`src/sv/cdq_pkg.sv`:
```
`default_nettype none
// ----------------------------------------------------------------------------
// Circular deque package
// Shared word type, default depth, and operation and status codes.
// ----------------------------------------------------------------------------
package cdq_pkg;

  localparam int unsigned DefaultDepth = 16;
  localparam int unsigned WordWidth    = 32;

  typedef logic signed [WordWidth-1:0] word_t;

  localparam word_t NoneWord = '1;

  typedef enum logic [2:0] {
    MODE_PUSH_FRONT = 3'd0,
    MODE_PUSH_REAR  = 3'd1,
    MODE_POP_FRONT  = 3'd2,
    MODE_POP_REAR   = 3'd3,
    MODE_PEEK       = 3'd4
  } mode_e;

  typedef enum logic [1:0] {
    STATUS_DONE  = 2'd0,
    STATUS_FULL  = 2'd1,
    STATUS_EMPTY = 2'd2
  } status_e;

endpackage
`default_nettype wire

```
`src/sv/cdq_ram.sv`:
```
`default_nettype none
// ----------------------------------------------------------------------------
// Circular deque ring memory
// One write port and one read port with registered read data.
// ----------------------------------------------------------------------------
module cdq_ram #(
  parameter int unsigned DEPTH = cdq_pkg::DefaultDepth,
  parameter int unsigned AW    = $clog2(DEPTH)
) (
  input  wire logic           clk_i,
  input  wire logic           we_i,
  input  wire logic [AW-1:0]  waddr_i,
  input  wire cdq_pkg::word_t wdata_i,
  input  wire logic           re_i,
  input  wire logic [AW-1:0]  raddr_i,
  output cdq_pkg::word_t      rdata_o
);
  import cdq_pkg::*;

  word_t mem [DEPTH];
  word_t rdata_q;

  always_ff @(posedge clk_i) begin
    if (we_i) begin
      mem[waddr_i] <= wdata_i;
    end
  end

  always_ff @(posedge clk_i) begin
    if (re_i) begin
      rdata_q <= mem[raddr_i];
    end
  end

  assign rdata_o = rdata_q;

endmodule
`default_nettype wire

```
`src/sv/circular_deque_unit.sv`:
```
`default_nettype none
// ----------------------------------------------------------------------------
// Circular deque unit
// Double-ended queue of signed words in a ring memory with cached end words.
// ----------------------------------------------------------------------------
// Sequence: an accepted word goes from the idle state to the completion state,
// through the ring memory read state first for a pop that leaves the deque
// non-empty; its result is offered once the output register is free. No new word
// is taken before then, but the next one is taken while that result waits there.
// Reset: pointers and count clear to an empty deque; memory contents stay.
// ----------------------------------------------------------------------------
module circular_deque_unit #(
  parameter int unsigned DEPTH = cdq_pkg::DefaultDepth
) (
  input  wire logic                  clk_i,
  input  wire logic                  rst_ni,
  input  wire logic                  in_valid_i,
  output logic                       in_ready_o,
  input  wire logic [2:0]            mode_i,
  input  wire cdq_pkg::word_t        push_value_i,
  output logic                       out_valid_o,
  input  wire logic                  out_ready_i,
  output cdq_pkg::word_t             popped_value_o,
  output logic [1:0]                 status_o,
  output cdq_pkg::word_t             front_value_o,
  output cdq_pkg::word_t             rear_value_o,
  output logic                       is_empty_o,
  output logic                       is_full_o
);
  import cdq_pkg::*;

  localparam int unsigned AW = $clog2(DEPTH);
  localparam int unsigned CW = $clog2(DEPTH + 1);
  localparam logic [AW-1:0] LastIdx = AW'(DEPTH - 1);
  localparam logic [CW-1:0] FullCnt = CW'(DEPTH);

  typedef enum logic [1:0] {
    ST_IDLE,
    ST_READ,
    ST_DONE
  } state_e;

  function automatic logic [AW-1:0] ring_next(input logic [AW-1:0] i);
    ring_next = (i == LastIdx) ? '0 : i + AW'(1);
  endfunction

  function automatic logic [AW-1:0] ring_prev(input logic [AW-1:0] i);
    ring_prev = (i == '0) ? LastIdx : i - AW'(1);
  endfunction

  state_e        state_q;
  logic [AW-1:0] head_q, tail_q;
  logic [CW-1:0] count_q;
  word_t         front_q, rear_q;
  logic          rd_front_q;
  word_t         popped_q;
  status_e       status_q;
  logic          out_valid_q;
  word_t         out_popped_q, out_front_q, out_rear_q;
  status_e       out_status_q;
  logic          out_empty_q, out_full_q;

  logic          accept;
  logic          is_empty, is_full;
  logic          we, re;
  logic [AW-1:0] waddr, raddr;
  word_t         rdata;
  logic          out_free;

  assign accept   = in_valid_i && in_ready_o;
  assign is_empty = (count_q == '0);
  assign is_full  = (count_q == FullCnt);
  assign out_free = !out_valid_q || out_ready_i;

  always_comb begin
    we    = 1'b0;
    re    = 1'b0;
    waddr = tail_q;
    raddr = ring_next(ring_next(head_q));
    if (accept) begin
      case (mode_i)
        MODE_PUSH_FRONT: begin
          we    = !is_full;
          waddr = ring_prev(head_q);
        end
        MODE_PUSH_REAR: begin
          we    = !is_full;
          waddr = tail_q;
        end
        MODE_POP_FRONT: begin
          re    = (count_q > CW'(1));
          raddr = ring_next(head_q);
        end
        MODE_POP_REAR: begin
          re    = (count_q > CW'(1));
          raddr = ring_prev(ring_prev(tail_q));
        end
        default: begin
          re = 1'b0;
        end
      endcase
    end
  end

  cdq_ram #(
    .DEPTH(DEPTH),
    .AW   (AW)
  ) u_ram (
    .clk_i  (clk_i),
    .we_i   (we),
    .waddr_i(waddr),
    .wdata_i(push_value_i),
    .re_i   (re),
    .raddr_i(raddr),
    .rdata_o(rdata)
  );

  always_ff @(posedge clk_i or negedge rst_ni) begin
    if (!rst_ni) begin
      state_q      <= ST_IDLE;
      head_q       <= '0;
      tail_q       <= '0;
      count_q      <= '0;
      front_q      <= '0;
      rear_q       <= '0;
      rd_front_q   <= 1'b0;
      popped_q     <= NoneWord;
      status_q     <= STATUS_DONE;
      out_valid_q  <= 1'b0;
      out_popped_q <= NoneWord;
      out_front_q  <= NoneWord;
      out_rear_q   <= NoneWord;
      out_status_q <= STATUS_DONE;
      out_empty_q  <= 1'b1;
      out_full_q   <= 1'b0;
    end else begin
      if (out_valid_q && out_ready_i && (state_q != ST_DONE)) begin
        out_valid_q <= 1'b0;
      end
      case (state_q)
        ST_IDLE: begin
          if (in_valid_i) begin
            case (mode_i)
              MODE_PUSH_FRONT: begin
                popped_q <= NoneWord;
                state_q  <= ST_DONE;
                if (is_full) begin
                  status_q <= STATUS_FULL;
                end else begin
                  status_q <= STATUS_DONE;
                  head_q   <= ring_prev(head_q);
                  count_q  <= count_q + CW'(1);
                  front_q  <= push_value_i;
                  if (is_empty) begin
                    rear_q <= push_value_i;
                  end
                end
              end
              MODE_PUSH_REAR: begin
                popped_q <= NoneWord;
                state_q  <= ST_DONE;
                if (is_full) begin
                  status_q <= STATUS_FULL;
                end else begin
                  status_q <= STATUS_DONE;
                  tail_q   <= ring_next(tail_q);
                  count_q  <= count_q + CW'(1);
                  rear_q   <= push_value_i;
                  if (is_empty) begin
                    front_q <= push_value_i;
                  end
                end
              end
              MODE_POP_FRONT: begin
                if (is_empty) begin
                  popped_q <= NoneWord;
                  status_q <= STATUS_EMPTY;
                  state_q  <= ST_DONE;
                end else begin
                  popped_q   <= front_q;
                  status_q   <= STATUS_DONE;
                  head_q     <= ring_next(head_q);
                  count_q    <= count_q - CW'(1);
                  rd_front_q <= 1'b1;
                  state_q    <= (count_q > CW'(1)) ? ST_READ : ST_DONE;
                end
              end
              MODE_POP_REAR: begin
                if (is_empty) begin
                  popped_q <= NoneWord;
                  status_q <= STATUS_EMPTY;
                  state_q  <= ST_DONE;
                end else begin
                  popped_q   <= rear_q;
                  status_q   <= STATUS_DONE;
                  tail_q     <= ring_prev(tail_q);
                  count_q    <= count_q - CW'(1);
                  rd_front_q <= 1'b0;
                  state_q    <= (count_q > CW'(1)) ? ST_READ : ST_DONE;
                end
              end
              default: begin
                popped_q <= NoneWord;
                status_q <= STATUS_DONE;
                state_q  <= ST_DONE;
              end
            endcase
          end
        end
        ST_READ: begin
          if (rd_front_q) begin
            front_q <= rdata;
          end else begin
            rear_q <= rdata;
          end
          state_q <= ST_DONE;
        end
        ST_DONE: begin
          if (out_free) begin
            out_valid_q  <= 1'b1;
            out_popped_q <= popped_q;
            out_status_q <= status_q;
            out_front_q  <= is_empty ? NoneWord : front_q;
            out_rear_q   <= is_empty ? NoneWord : rear_q;
            out_empty_q  <= is_empty;
            out_full_q   <= is_full;
            state_q      <= ST_IDLE;
          end
        end
        default: begin
          state_q <= ST_IDLE;
        end
      endcase
    end
  end

  assign in_ready_o     = (state_q == ST_IDLE);
  assign out_valid_o    = out_valid_q;
  assign popped_value_o = out_popped_q;
  assign status_o       = out_status_q;
  assign front_value_o  = out_front_q;
  assign rear_value_o   = out_rear_q;
  assign is_empty_o     = out_empty_q;
  assign is_full_o      = out_full_q;

`ifndef SYNTHESIS
  a_count_bound: assert property (@(posedge clk_i) disable iff (!rst_ni)
    count_q <= FullCnt)
    else $error("Occupancy exceeds the ring depth.");

  a_ends_meet: assert property (@(posedge clk_i) disable iff (!rst_ni)
    (count_q == '0 || count_q == FullCnt) |-> head_q == tail_q)
    else $error("Head and tail disagree for an empty or full ring.");

  a_read_after_accept: assert property (@(posedge clk_i) disable iff (!rst_ni)
    state_q == ST_READ |-> $past(accept))
    else $error("Memory read stage entered without an accepted word.");

  a_no_rw_clash: assert property (@(posedge clk_i) disable iff (!rst_ni)
    !(we && re))
    else $error("Ring memory written and read in the same cycle.");

  a_result_from_done: assert property (@(posedge clk_i) disable iff (!rst_ni)
    $rose(out_valid_q) |-> $past(state_q == ST_DONE))
    else $error("Result presented outside the completion state.");
`endif

endmodule
`default_nettype wire
```
`config.mk`:
```
export PLATFORM = sky130hd
export DESIGN_NAME = circular_deque_unit
export DESIGN_NICKNAME = d
export VERILOG_FILES = /design/src/sv/cdq_pkg.sv /design/src/sv/cdq_ram.sv /design/src/sv/circular_deque_unit.sv
export SDC_FILE = /design/constraint.sdc
export NUM_CORES = 1
export LEC_CHECK = 0
export ABC_AREA = 1
export BUFFER_PORTS_ARGS = -buffer_cell sky130_fd_sc_hd__buf_4
export CORE_UTILIZATION = 48
export CTS_CLUSTER_SIZE = 28
export DETAILED_ROUTE_END_ITERATION = 16
export GPL_TIMING_DRIVEN = 0
export PLACE_DENSITY = 0.73
export SYNTH_ARGS = -nofsm -noshare
export SYNTH_HDL_FRONTEND = slang
export SYNTH_HIERARCHICAL = 1
export SYNTH_SLANG_ARGS = --single-unit
```
`constraint.sdc`:
```
create_clock -name clk_i -period 4.05 [get_ports clk_i]
set_input_delay 0.6075 -clock clk_i [delete_from_list [all_inputs] [get_ports clk_i]]
set_output_delay 0.6075 -clock clk_i [all_outputs]
set_load 0.01 [all_outputs]
```
# Word-level counts from Yosys, hierarchy flattened
# Memories as Yosys holds them, arrays and structs flattened. A register that Yosys moved wholly into a read port is not among the register bits.
# Cells that the tools add are included.
# totals
word_cells,133
out_inout_bits,102
mem_count,1
inputBits,39
mem_bits_rw,512
ff_bits,215
# mem_list
name,words,word_bits,rd,rd_ports_with_merged_regs,wr,line_no,source
u_ram.mem,16,32,1,1,1,cdq_ram.sv:20,word_t mem [DEPTH];
# op_classes
magnitude_cmp,1
eq_ne,25
reduce_logical,28
mux,54
add_sub_neg,8
# op_table
op,n
$pmux 32 s2,5
$mux 32,9
$mux 4,13
$pmux 4 s2,3
$ne 2x2->1 const B,11
$reduce_and 5->1,4
$reduce_and 7->1,2
$add 4x1->4 const B,3
$eq 4x4->1 const B,3
$logic_not 4->1,3
$mux 1,12
$mux 2,6
$ne 3x3->1 const B,4
$sub 4x1->4 const B,3
$mux 5,2
$pmux 5 s2,1
$reduce_bool 2->1,5
$eq 3x2->1 const B,2
$pmux 2 s3,1
$reduce_and 2->1,3
$add 5x1->5 const B,1
$eq 5x5->1 const B,1
$gt 5x1->1 const B,1
$logic_not 5->1,1
other kinds (13),17

# Longest topological paths before layout
# Gate-level depths: netlist of the first run.
# logic_depth
word_depth,6
ltp_mapped,18
mapped_depth_nobuf,15

# By module
# Netlist of the first run, hierarchy kept.
# by_module_without_submodules
module,cells_per_inst,area_each_um2,seq_area_each_um2,instances
cdq_ram,2120,23050.9,16335.7,1
circular_deque_unit,1212,10460.0,5541.6,1

# Worst setup path before layout of the first run
# Ideal clock, no wire load.
# synth_path
kind,input -> register
startpoint,input in_valid_i
endpoint,memory u_ram/mem[12][0] (netlist name) (enable)
stages,7
required_ps,3629
n_path_buf,1
arrival_ps,2988
setup_time_ps,421
setup_slack_ps,641
path_cell_list,inv_1 nor2_2 buf_2 nand2_1 o21ai_0 nand3_1 nor2_1
# synth_via
word_cells_on_any_way,5
cone_classes,4 x mux; 1 x reduce/logical
# synth_rtl
element,line_no,source
from (decl),circular_deque_unit.sv:17,"input wire logic in_valid_i,"
$logic_and 1x1->1,circular_deque_unit.sv:70,assign accept = in_valid_i && in_ready_o;
$mux 4,circular_deque_unit.sv:80,if (accept) begin
named net waddr[2],circular_deque_unit.sv:66,"logic [AW-1:0] waddr, raddr;"
to (decl),cdq_ram.sv:20,
# The timed path passes the listed nets, and every way through them passes these cells.

# Worst setup path after layout of the first run
# layout_path
startpoint,register state_q[0]
endpoint,register u_ram.rdata_q[7] (netlist: u_ram/rdata_o[7]) (read register of u_ram.mem) (data pin)
# layout_via
elab_chain_len,3
word_cells_on_any_way,4
cone_classes,2 x mux; 2 x reduce/logical
# layout_lines
element,line_no,source
from (decl),circular_deque_unit.sv:51,state_e state_q;
from (signal assigned),circular_deque_unit.sv:185,state_q <= (count_q > CW'(1)) ? ST_READ : ST_DONE;
from (signal assigned),circular_deque_unit.sv:199,state_q <= (count_q > CW'(1)) ? ST_READ : ST_DONE;
$logic_not 2->1,circular_deque_unit.sv:237,assign in_ready_o = (state_q == ST_IDLE);
$logic_and 1x1->1,circular_deque_unit.sv:70,
$mux 4,circular_deque_unit.sv:80,
named net raddr[2],circular_deque_unit.sv:66,
to (decl),cdq_ram.sv:21,word_t rdata_q;
# The timed path passes the listed nets, and every way through them passes these cells.
# A chain may end at the register's enable or synchronous reset.

==> results of run 1 <==
[cells by family after synthesis]
logic type | after synthesis | share of synthesized area
compound gates | 197 | 0.0339
xor+xnor | 11 | 0.00288
fa+ha+maj | 15 | 0.00560
buf+inv | 704 | 0.0914
flops | 759 | 0.653
mux | 32 | 0.00956
simple gates | 1614 | 0.204
[synthesized netlist by cell type, types with 2 or more instances]
cell      instances  area share
nand2_1        1049        0.12
edfxtp_1        544        0.49
inv_1           518       0.058
nand3_1         409       0.061
dfstp_2         129        0.10
nor2_1           97       0.011
dfrtp_1          86       0.064
buf_2            69       0.010
a31oi_1          64       0.012
clkbuf_1         41      0.0046
a21oi_1          39      0.0058
o22ai_1          35      0.0065
nand3b_1         34      0.0076
mux2i_1          32      0.0096
buf_6            31       0.010
o21ai_1          29      0.0043
o21ai_0          26      0.0039
buf_1            19      0.0021
ha_1             15      0.0056
buf_4            12      0.0027
inv_2             9      0.0010
nand2_2           9      0.0017
xor2_1            9      0.0024
nor2_4            4      0.0013
nand3_2           3     0.00090
buf_12            2      0.0012
buf_8             2     0.00090
nand4_1           2     0.00037
nor2_2            2     0.00037
xnor2_1           2     0.00052
[critical path: stages (launching register included)]
cell,delay (ns)
dfrtp_1,0.41
inv_2,0.06
nand2_2,0.07
nor2_2,0.16
buf_2,0.29
buf_1,0.61
nand2_1,0.14
nand2_1,0.16
buf_2,0.39
clkbuf_1,0.92
nand3_1,0.28
nand3_1,0.21
nand2_1,0.07
[area by class of cell]
| class | count | area, µm² | area share |
|---|---|---|---|
| Sequential cell | 759 | 21900 | 0.564 |
| Inverter | 528 | 1980 | 0.0512 |
| Tap cell | 931 | 1160 | 0.0300 |
| Timing Repair Buffer | 158 | 1450 | 0.0374 |
| Multi-Input combinational cell | 1869 | 8700 | 0.224 |
| Clock inverter | 31 | 303 | 0.00781 |
| Antenna cell | 2 | 5.00 | 0.000129 |
| Clock buffer | 108 | 2220 | 0.0573 |
| Buffer | 176 | 1080 | 0.0278 |
[metal layers]
layer	global-route usage	share of wire
met4	0.0996	0.039
met5	0	0.00014
met3	0.0420	0.095
met1	0.331	0.39
met2	0.426	0.48
[placed cells by master, fill, tap and decap left out, types with 6 or more instances in the layout]
cell type | Yosys | layout
buf_12 | 2 | 16
nand2_1 | 1049 | 1049
clkbuf_1 | 41 | 62
buf_4 | 12 | 151
mux2i_1 | 32 | 32
buf_6 | 31 | 31
buf_2 | 69 | 69
nand3_1 | 409 | 409
a21oi_1 | 39 | 39
dfrtp_1 | 86 | 86
clkbuf_16 | 0 | 84
o22ai_1 | 35 | 35
ha_1 | 15 | 15
bufinv_16 | 0 | 6
o21ai_0 | 26 | 26
nand3b_1 | 34 | 34
dfstp_2 | 129 | 129
a31oi_1 | 64 | 64
xor2_1 | 9 | 9
o21ai_1 | 29 | 29
inv_2 | 9 | 9
inv_1 | 518 | 518
nor2_1 | 97 | 80
nand2_2 | 9 | 9
edfxtp_1 | 544 | 544
clkinv_1 | 0 | 13
buf_1 | 19 | 19
clkinv_2 | 0 | 7
nor2_4 | 4 | 21
[power by group through the flow]
stage               clock network [µW]  logic [µW]  registers [µW]
floorplan                            0        8210           11100
global placement                     0       13100           11100
detailed placement                   0       13500           11100
CTS                               7210       13600           10900
global route                      7490       15000           11100
finish                            7120       13900           11000
[sequential cells by signal, summed over array words and instances (netlist names), 2 cells and up]
register and cells:
rear_value_o 32, u_ram/rdata_o 32, status_q 2, state_q 2
count_q 5, head_q 4, u_ram/mem 512, front_value_o 32
tail_q 4, popped_q 32, rear_q 32, popped_value_o 32
status_o 2, front_q 32
[how the worst min path moves through the flow]
stage	startpoint	end	slack (ns)	cells past startpoint
floorplan	rst_ni	count_q[0]$_DFFE_PN0P_	0.31	0
global placement	popped_q[2]$_DFFE_PN1P_	popped_value_o[2]$_DFFE_PN1P_	0.45	2
detailed placement	popped_q[6]$_DFFE_PN1P_	popped_value_o[6]$_DFFE_PN1P_	0.45	2
CTS	rst_ni	count_q[3]$_DFFE_PN0P_	0.01	1
global route	rst_ni	front_q[4]$_DFFE_PN0P_	0.06	1
finish	rst_ni	status_q[0]$_DFFE_PN0P_	0.02	1
[through the flow]
step	hold slack (ns)	total power, µW	TNS (ns)	utilization
6_report	0.0169	31900	0	0.563
5_1_grt	0.0635	33500	0	0.563
4_1_cts	0.0108	31800	0	0.563
3_5_place_dp	0.454	24600	-0.0136	0.527
3_3_place_gp	0.450	24200	-577.35	0.519
2_1_floorplan	0.312	19300	0	-
==> summary by stage, run 1 <==
Job
The tool flagged a number of max-cap violations equal to 0.

Yosys
The post-synthesis sequential element count is 759. The cell count after synthesis is 3332. The total standard cell area after synthesis is 33500 µm². The number of nets produced by synthesis is 3386. The mean area per synthesized cell is 10.1 µm². During synthesis, Yosys emitted a total of 6 warnings. The distinct cell type count of the synthesized netlist is 40. The number of flops mapped to enable cells by yosys is 544. The async set-or-reset flop fraction in the synthesized netlist is 0.283. In the synthesized netlist the dominant register cell turns out to be edfxtp_1. For this run, the register share of the synthesized area comes to 0.653.

Routing
The remaining design rule violation count is 0. For this block, the routed nets add up to 90200 µm of wire. Detailed routing inserted a total of 24200 vias. For this run, the detailed router's first-pass iteration total came to 8. The post-detailed-route via-to-cell ratio is 5.31.

The average detailed-routed wire length per instance is 19.8 µm. In this run the remaining antenna-violating nets after routing total 0. The initial detailed-routing violation count is 2732.

Layout
The share of layout cells above drive strength 1 is 0.154. The signed area change from the synthesized netlist to the final layout is 15.7%. For this run, the number of standard cells in the final layout without fillers is 4562.

After filler insertion, the fill cell instance count of the layout stands at 5620. After the last flow step, the layout net total stands at 3623. The post-route cell area is 38800 µm².

STA
Headroom to the max-slew limit came out at 0.211. Across the routed clock network, the largest skew measured is 0.0140 ns. After layout, the worst setup slack is 0.00862 ns. The number of setup violations in the final report is 0. Setup repair after global routing left no endpoint under its margin. The final max-slew violation count came to 0. Dividing the final minimum period by the clock period gives 0.998. Derived from the worst setup path, the maximum achievable clock frequency is 247 MHz.

The worst path needs 4.04 ns of the cycle, external delays included. The number of endpoints with negative hold slack in the final report is 0. The actual slew at the worst max-slew pin is 1.18 ns.

Hold path
The worst hold path belongs to the class primary input to asynchronous set/reset pin.

Global route
The number of global-route vias before repair is 23300. Global routing finished with a remaining overflow of 0. The first global-routing pass estimated 135000 µm of wire. The number of antenna violations at the first check in global routing is 1.

The global routing usage summed across all routing layers is 0.255. The maximum number of pins on one net before global-route repair is 128.

Status
The run finished with clean final reports.

Setup path
In this run the worst path has a maximum fanout of 10. In this run the worst setup path begins at state_q[0]$_DFFE_PN0P_. The type of destination of the critical path is a register.

The worst register-to-register path has a setup slack of 0.009 ns. In this run the worst setup path terminates at u_ram/rdata_o[7]$_DFFE_PP_. The type of origin of the critical path is a register.

In this run the critical register-to-register path is launched from state_q[0]$_DFFE_PN0P_. In this run the critical register-to-register path is captured at u_ram/rdata_o[7]$_DFFE_PP_. The required time reported for the critical path endpoint is 4.40 ns.

Measured in cells, the most critical reg-to-reg path has a length of 12. The critical path is of the register to register type. The arrival time reported for the critical path endpoint is 4.39 ns.

Placement
The placement-stage cell area is 36300 µm². In this run, placement finished with an instance count of 4421. The final weighted congestion of routability-driven global placement is 0.884.

Once detailed placement completed, the half-perimeter wirelength came to 61600 µm. At the placement stage, the worst setup path has a slack of -0.0136 ns. In this run the tool buffered the top-level ports with 140 buffer cells.

Power
The combinational group share of total power is 0.434. The power per standard cell area is 824 nW/µm². The cell-internal power is 18800 µW. Of the total power, the share spent switching nets is 0.411.

For this design the static power due to leakage is 0.0171 µW. Across the VDD grid, the largest voltage drop is 0.664 mV. The net switching power is 13100 µW.

Of the total power, the clock network draws 0.223. The part of the power in registers is 0.343.

Clock tree
The clock reaches the later pin of the worst-skew pair after 0.61 ns. In this run, CTS created clock tree buffers numbering 77. The number of buffers inserted to repair setup after CTS is 0. The clock sink count is 759. The post-cts hold buffer count is 0.

The clock-pin transition on the worst setup and hold timing paths is 0.06 ns. The root buffer cell is clkbuf_16. Once the clock tree was built, the resizer swapped 0 gates to a different size. The H-tree was split into 3 levels. The CTS tree is built. The number of buffers between clock root and the deepest sink is 3.

Floorplan
The placeable core area is 68800 µm². The die area is 70900 µm². The placement row count is 96.

For this configuration, the core starts out at a cell density of 0.487. The x dimension of the die is 266 µm. The I/O pin total is 141.

The die outline height is 266 µm.
(Power assumes the default switching activity.)
==> inputs of run 2 (changes only) <==
--- a/config.mk
+++ b/config.mk
@@ -5,13 +5,11 @@
 export SDC_FILE = /design/constraint.sdc
 export NUM_CORES = 1
 export LEC_CHECK = 0
-export ABC_AREA = 1
 export BUFFER_PORTS_ARGS = -buffer_cell sky130_fd_sc_hd__buf_4
 export CORE_UTILIZATION = 48
 export CTS_CLUSTER_SIZE = 28
 export DETAILED_ROUTE_END_ITERATION = 16
-export GPL_TIMING_DRIVEN = 0
-export PLACE_DENSITY = 0.73
+export PLACE_DENSITY = 0.72
 export SYNTH_ARGS = -nofsm -noshare
 export SYNTH_HDL_FRONTEND = slang
 export SYNTH_HIERARCHICAL = 1
==> summary by stage, run 2 <==
Global route
The met3 layer usage reported by global route came to 0.0488 (was 0.0420). The layer with the highest usage is met2 (unchanged). The global routing usage on met1 came to 0.293 (was 0.331). The maximum number of pins on one net before global-route repair is 116 (was 128). The leftover overflow at the end of global routing is 0 (unchanged). The global routing usage summed across all routing layers is 0.213 (was 0.255). The number of global-route vias before repair is 16500 (was 23300).

The number of antenna violations at the first check in global routing was 6 (was 1). The global routing usage on met2 is 0.342 (was 0.426). The global-route wire length before repair is 102000 µm (was 135000 µm).

Floorplan
The I/O pin total is 141 (unchanged). The placement row count is 91 (was 96). The x dimension of the die is 253 µm (was 266 µm). The starting utilization of the core area was 0.487 (about the same). The placeable core area came to 61900 µm² (was 68800 µm²).

The die outline height is 253 µm (was 266 µm). The die area came to 63800 µm² (was 70900 µm²).

Yosys
The number of warning messages in the yosys log is 6 (unchanged). The share of the synthesized area in the top cell type is 0.542 (was 0.487). The mean area per synthesized cell is 17.0 µm² (was 10.1 µm²). The post-synthesis sequential element count was 759 (unchanged). The xor and xnor fraction of the mapped netlist area is 0.00348 (was 0.00287).

The cell count after synthesis came to 1773 (was 3332). The distinct cell type count of the synthesized netlist came to 59 (was 40). Cell types with the highest counts after synthesis: edfxtp_1, nand2_1, dfstp_2 (was nand2_1, edfxtp_1, inv_1).

The most frequently used cell type in the post-synthesis netlist is edfxtp_1 (was nand2_1). The largest area contributor in the netlist is edfxtp_1 (unchanged). The number of flops mapped to enable cells by yosys is 544 (unchanged). Largest cells by area after synthesis: edfxtp_1, dfstp_2, mux4_2 (was edfxtp_1, nand2_1, dfstp_2).

The async set-or-reset flop fraction in the synthesized netlist is 0.283 (unchanged). The number of nets produced by synthesis came to 1827 (was 3386). The total standard cell area after synthesis came to 30200 µm² (was 33500 µm²). The share of synthesized area spent on multiplexers is 0.149 (was 0.00956).

The dominant synthesized flop cell is edfxtp_1 (unchanged). The main combinational cell family by area after synthesis was multiplexers (was simple AND/OR/NAND/NOR gates). The compound-cell area share of the yosys netlist is 0.0446 (was 0.0339). The proportion of synthesized chip area in sequential cells is 0.725 (was 0.653). The arithmetic-cell share of the synthesized area counting full adders, half adders and majority gates is 0.00622 (was 0.00560). The simple-gate share of the synthesized area is 0.0538 (was 0.204).

STA
The final max-slew violation count was 0 (unchanged). The clock period minus worst slack came to 3.51 ns (was 4.04 ns). The number of setup violations in the final report is 0 (unchanged).

The number of endpoints with negative hold slack in the final report is 0 (unchanged). Unrepaired setup endpoints after global routing: no (unchanged). The share of the clock period used by the worst path after layout is 0.866 (was 0.998). The actual slew at the worst max-slew pin was 1.09 ns (was 1.18 ns). The worst clock skew on the final layout is 0.0182 ns (was 0.0140 ns). The relative slew slack is 0.273 (was 0.211). The peak clock frequency supported by timing was 285 MHz (was 247 MHz). The summed negative setup slack over all endpoints is 0 ns (unchanged).

Routing
The remaining design rule violation count was 0 (unchanged). The count of TritonRoute iterations in the first routing pass is 7 (was 8). The initial detailed-routing violation count was 1454 (was 2732). The final wirelength is 66700 µm (was 90200 µm). The remaining antenna violation count is 0 (unchanged). The average detailed-routed wire length per instance is 23.6 µm (was 19.8 µm). The detailed-route via count is 16300 (was 24200). The post-detailed-route via-to-cell ratio is 5.75 (was 5.31).

Layout
The flip-flop count of the largest register after layout is 512 (unchanged). The share of layout cells above drive strength 1 is 0.344 (was 0.154). Top library cells by usage in the layout, fill and taps aside: edfxtp_1, nand2_1, buf_4 (was nand2_1, edfxtp_1, inv_1). The number of nets in the layout is 1991 (was 3623). The signed area change from the synthesized netlist to the final layout is 16.0% (was 15.7%). The area of the multi-input gates is 7960 µm² (was 8700 µm²). The register with the highest flop count is u_ram/mem (unchanged). The area occupied by registers came to 21900 µm² (unchanged). The number of filler cells placed in the layout is 4654 (was 5620). The utilization after layout is 0.565 (was 0.563).

The most common library cell in the layout ignoring fill and taps is edfxtp_1 (was nand2_1).

Clock tree
The H-tree level count is 3 (unchanged). The post-cts hold buffer count was 0 (unchanged). The clock buffer count from CTS is 72 (was 77). The quantity of gates resized following cts is 0 (unchanged). The CTS tree is built (unchanged).

The root buffer cell is clkbuf_16 (unchanged). The number of buffers between clock root and the deepest sink is 3 (unchanged). The number of buffers inserted to repair setup after CTS is 0 (unchanged). The clock-pin transition on the worst setup and hold timing paths came to 0.06 ns (about the same). The clock sink count was 759 (unchanged). The clock insertion delay at the later pin of the skew report came to 0.61 ns (about the same).

Power
The net switching power was 8920 µW (was 13100 µW). The cell-internal power is 18700 µW (was 18800 µW). The part of the power in registers is 0.399 (was 0.343). The power per standard cell area is 790 nW/µm² (was 824 nW/µm²). The largest vdd supply drop is 0.689 mV (was 0.664 mV). The clock share of power was 0.244 (was 0.223). The share of total power consumed by net switching is 0.322 (was 0.411). The combinational group share of total power is 0.358 (was 0.434). The static leakage is 0.0128 µW (was 0.0171 µW).

Placement
The count of buffers from port buffering came to 140 (unchanged). The placed wire-length estimate is 38300 µm (was 61600 µm). The final weighted congestion of routability-driven global placement came to 0.816 (was 0.884).

Setup path
The launch point of the critical path is head_q[0]$_DFFE_PN0P_ (was state_q[0]$_DFFE_PN0P_). The reg-to-reg critical path startpoint is head_q[0]$_DFFE_PN0P_ (was state_q[0]$_DFFE_PN0P_). The required time reported for the critical path endpoint is 4.40 ns (about the same). The arrival time reported for the critical path endpoint is 3.85 ns (was 4.39 ns). The capturing element of the worst setup path is u_ram/rdata_o[15]$_DFFE_PP_ (was u_ram/rdata_o[7]$_DFFE_PP_). The standard cell with the maximum stage delay on the critical path is a21boi_0 (was clkbuf_1).

The internal reg-to-reg setup slack is 0.54 ns (was 0.009 ns). The category of the most critical setup path is register to register (unchanged). The type of destination of the critical path is a register (unchanged).

The endpoint of the worst register-to-register path is u_ram/rdata_o[15]$_DFFE_PP_ (was u_ram/rdata_o[7]$_DFFE_PP_). Critical Path, Cell by Cell: ha_1, a31oi_1, a21boi_0, and2_1, a211o_4, buf_4, mux4_2, a22oi_1, nand2_1 (was inv_2, nand2_2, nor2_2, buf_2, buf_1, nand2_1, nand2_1, buf_2, clkbuf_1, nand3_1, nand3_1, nand2_1). The delay of the slowest cell on the worst path is 0.53 ns (was 0.92 ns). The type of origin of the critical path is a register (unchanged).

The worst-case reg-to-reg path depth is 9 (was 12). The biggest fanout along the worst timing path is 22 (was 10).

Job
The max-capacitance violation count is 0 (unchanged).

Hold path
The kind of path behind the tightest hold check is primary input to asynchronous set/reset pin (unchanged).

Status
Run status: finished, final reports clean (unchanged).
-- run 2: cell count changes in the layout (fill, tap and decap cells not counted), sizes merged, moves of 8 or more --
cell	before	now
mux2	0	101
a22oi	1	65
nand2	1058	282
nand3b	34	3
buf	293	193
nor2	103	62
inv	528	13
nand2b	0	8
o22ai	35	0
nand3	413	7
a31oi	64	4
mux4	0	128
clkbuf	149	97
o21ai	56	78
-- run 2: final cells by class --
type                       instances  share of cell area
antenna                            1           0.0000715
clock buffer                      96              0.0580
inverter                          12             0.00129
tap                              837              0.0299
multi-input combinational        898               0.227
sequential                       759               0.625
clock inverter                    33             0.00972
timing repair buffer             194              0.0486
-- run 2: power by group through the flow --
stage | Sequential [µW] | Clock [µW] | Combinational, µW
3_5_place_dp | 11200 | 0 | 9880
2_1_floorplan | 11100 | 0 | 6660
4_1_cts | 11000 | 6860 | 9970
6_report | 11000 | 6740 | 9890
3_3_place_gp | 11100 | 0 | 9670
5_1_grt | 11200 | 7150 | 10700
-- run 2: kinds of logic (layout without fill, tap and decap cells) --
family | count (synthesis) | in the layout
other cells | 0 | 1
compound gates | 213 | 213
simple gates | 392 | 392
flops | 759 | 759
xor+xnor | 12 | 12
buf+inv | 116 | 335
mux | 266 | 266
fa+ha+maj | 15 | 15
-- run 2: how the worst min path moves through the flow --
stage,end,slack [ns],depth (start not counted)
after detailed placement,popped_value_o[15]$_DFFE_PN1P_,0.44,2
after global placement,rear_value_o[19]$_DFFE_PN1P_,0.44,2
after global routing,out_valid_o$_DFF_PN0_,0.21,1
final,status_o[1]$_DFFE_PN0P_,0.13,1
after CTS,out_valid_o$_DFF_PN0_,0.16,1
after floorplan,count_q[0]$_DFFE_PN0P_,0.31,0
-- run 2: routing by layer --
metal | up-vias | wire [µm] | share of wire
met2 | 676 | 32600 | 0.49
met4 | 10 | 1110 | 0.017
met5 | - | 63 | 0.00094
met3 | 96 | 5580 | 0.084
met1 | 8423 | 27300 | 0.41
li1 | 7074 | - | -
-- run 2: critical path: cells and delay by family (launching register included) --
kind	cells	cell delay, ns
DFF	1	0.47
buffers and inverters	1	0.40
AOI/OAI and AO/OA	4	1.37
muxes	1	0.35
adders and majority gates	1	0.33
and+or+nand+nor	2	0.31
-- run 2: per-stage QoR --
stage	hold slack, ns	total power [µW]	worst slack, ns	instances	instance area (µm²)
floorplan	0.312	17800	0.131	1773	30200
global placement	0.445	20800	0.645	2700	32600
detailed placement	0.444	21000	0.571	2700	32600
CTS	0.164	27800	0.545	2829	35000
global route	0.215	29100	0.322	2830	35000
finish	0.133	27700	0.542	2830	35000
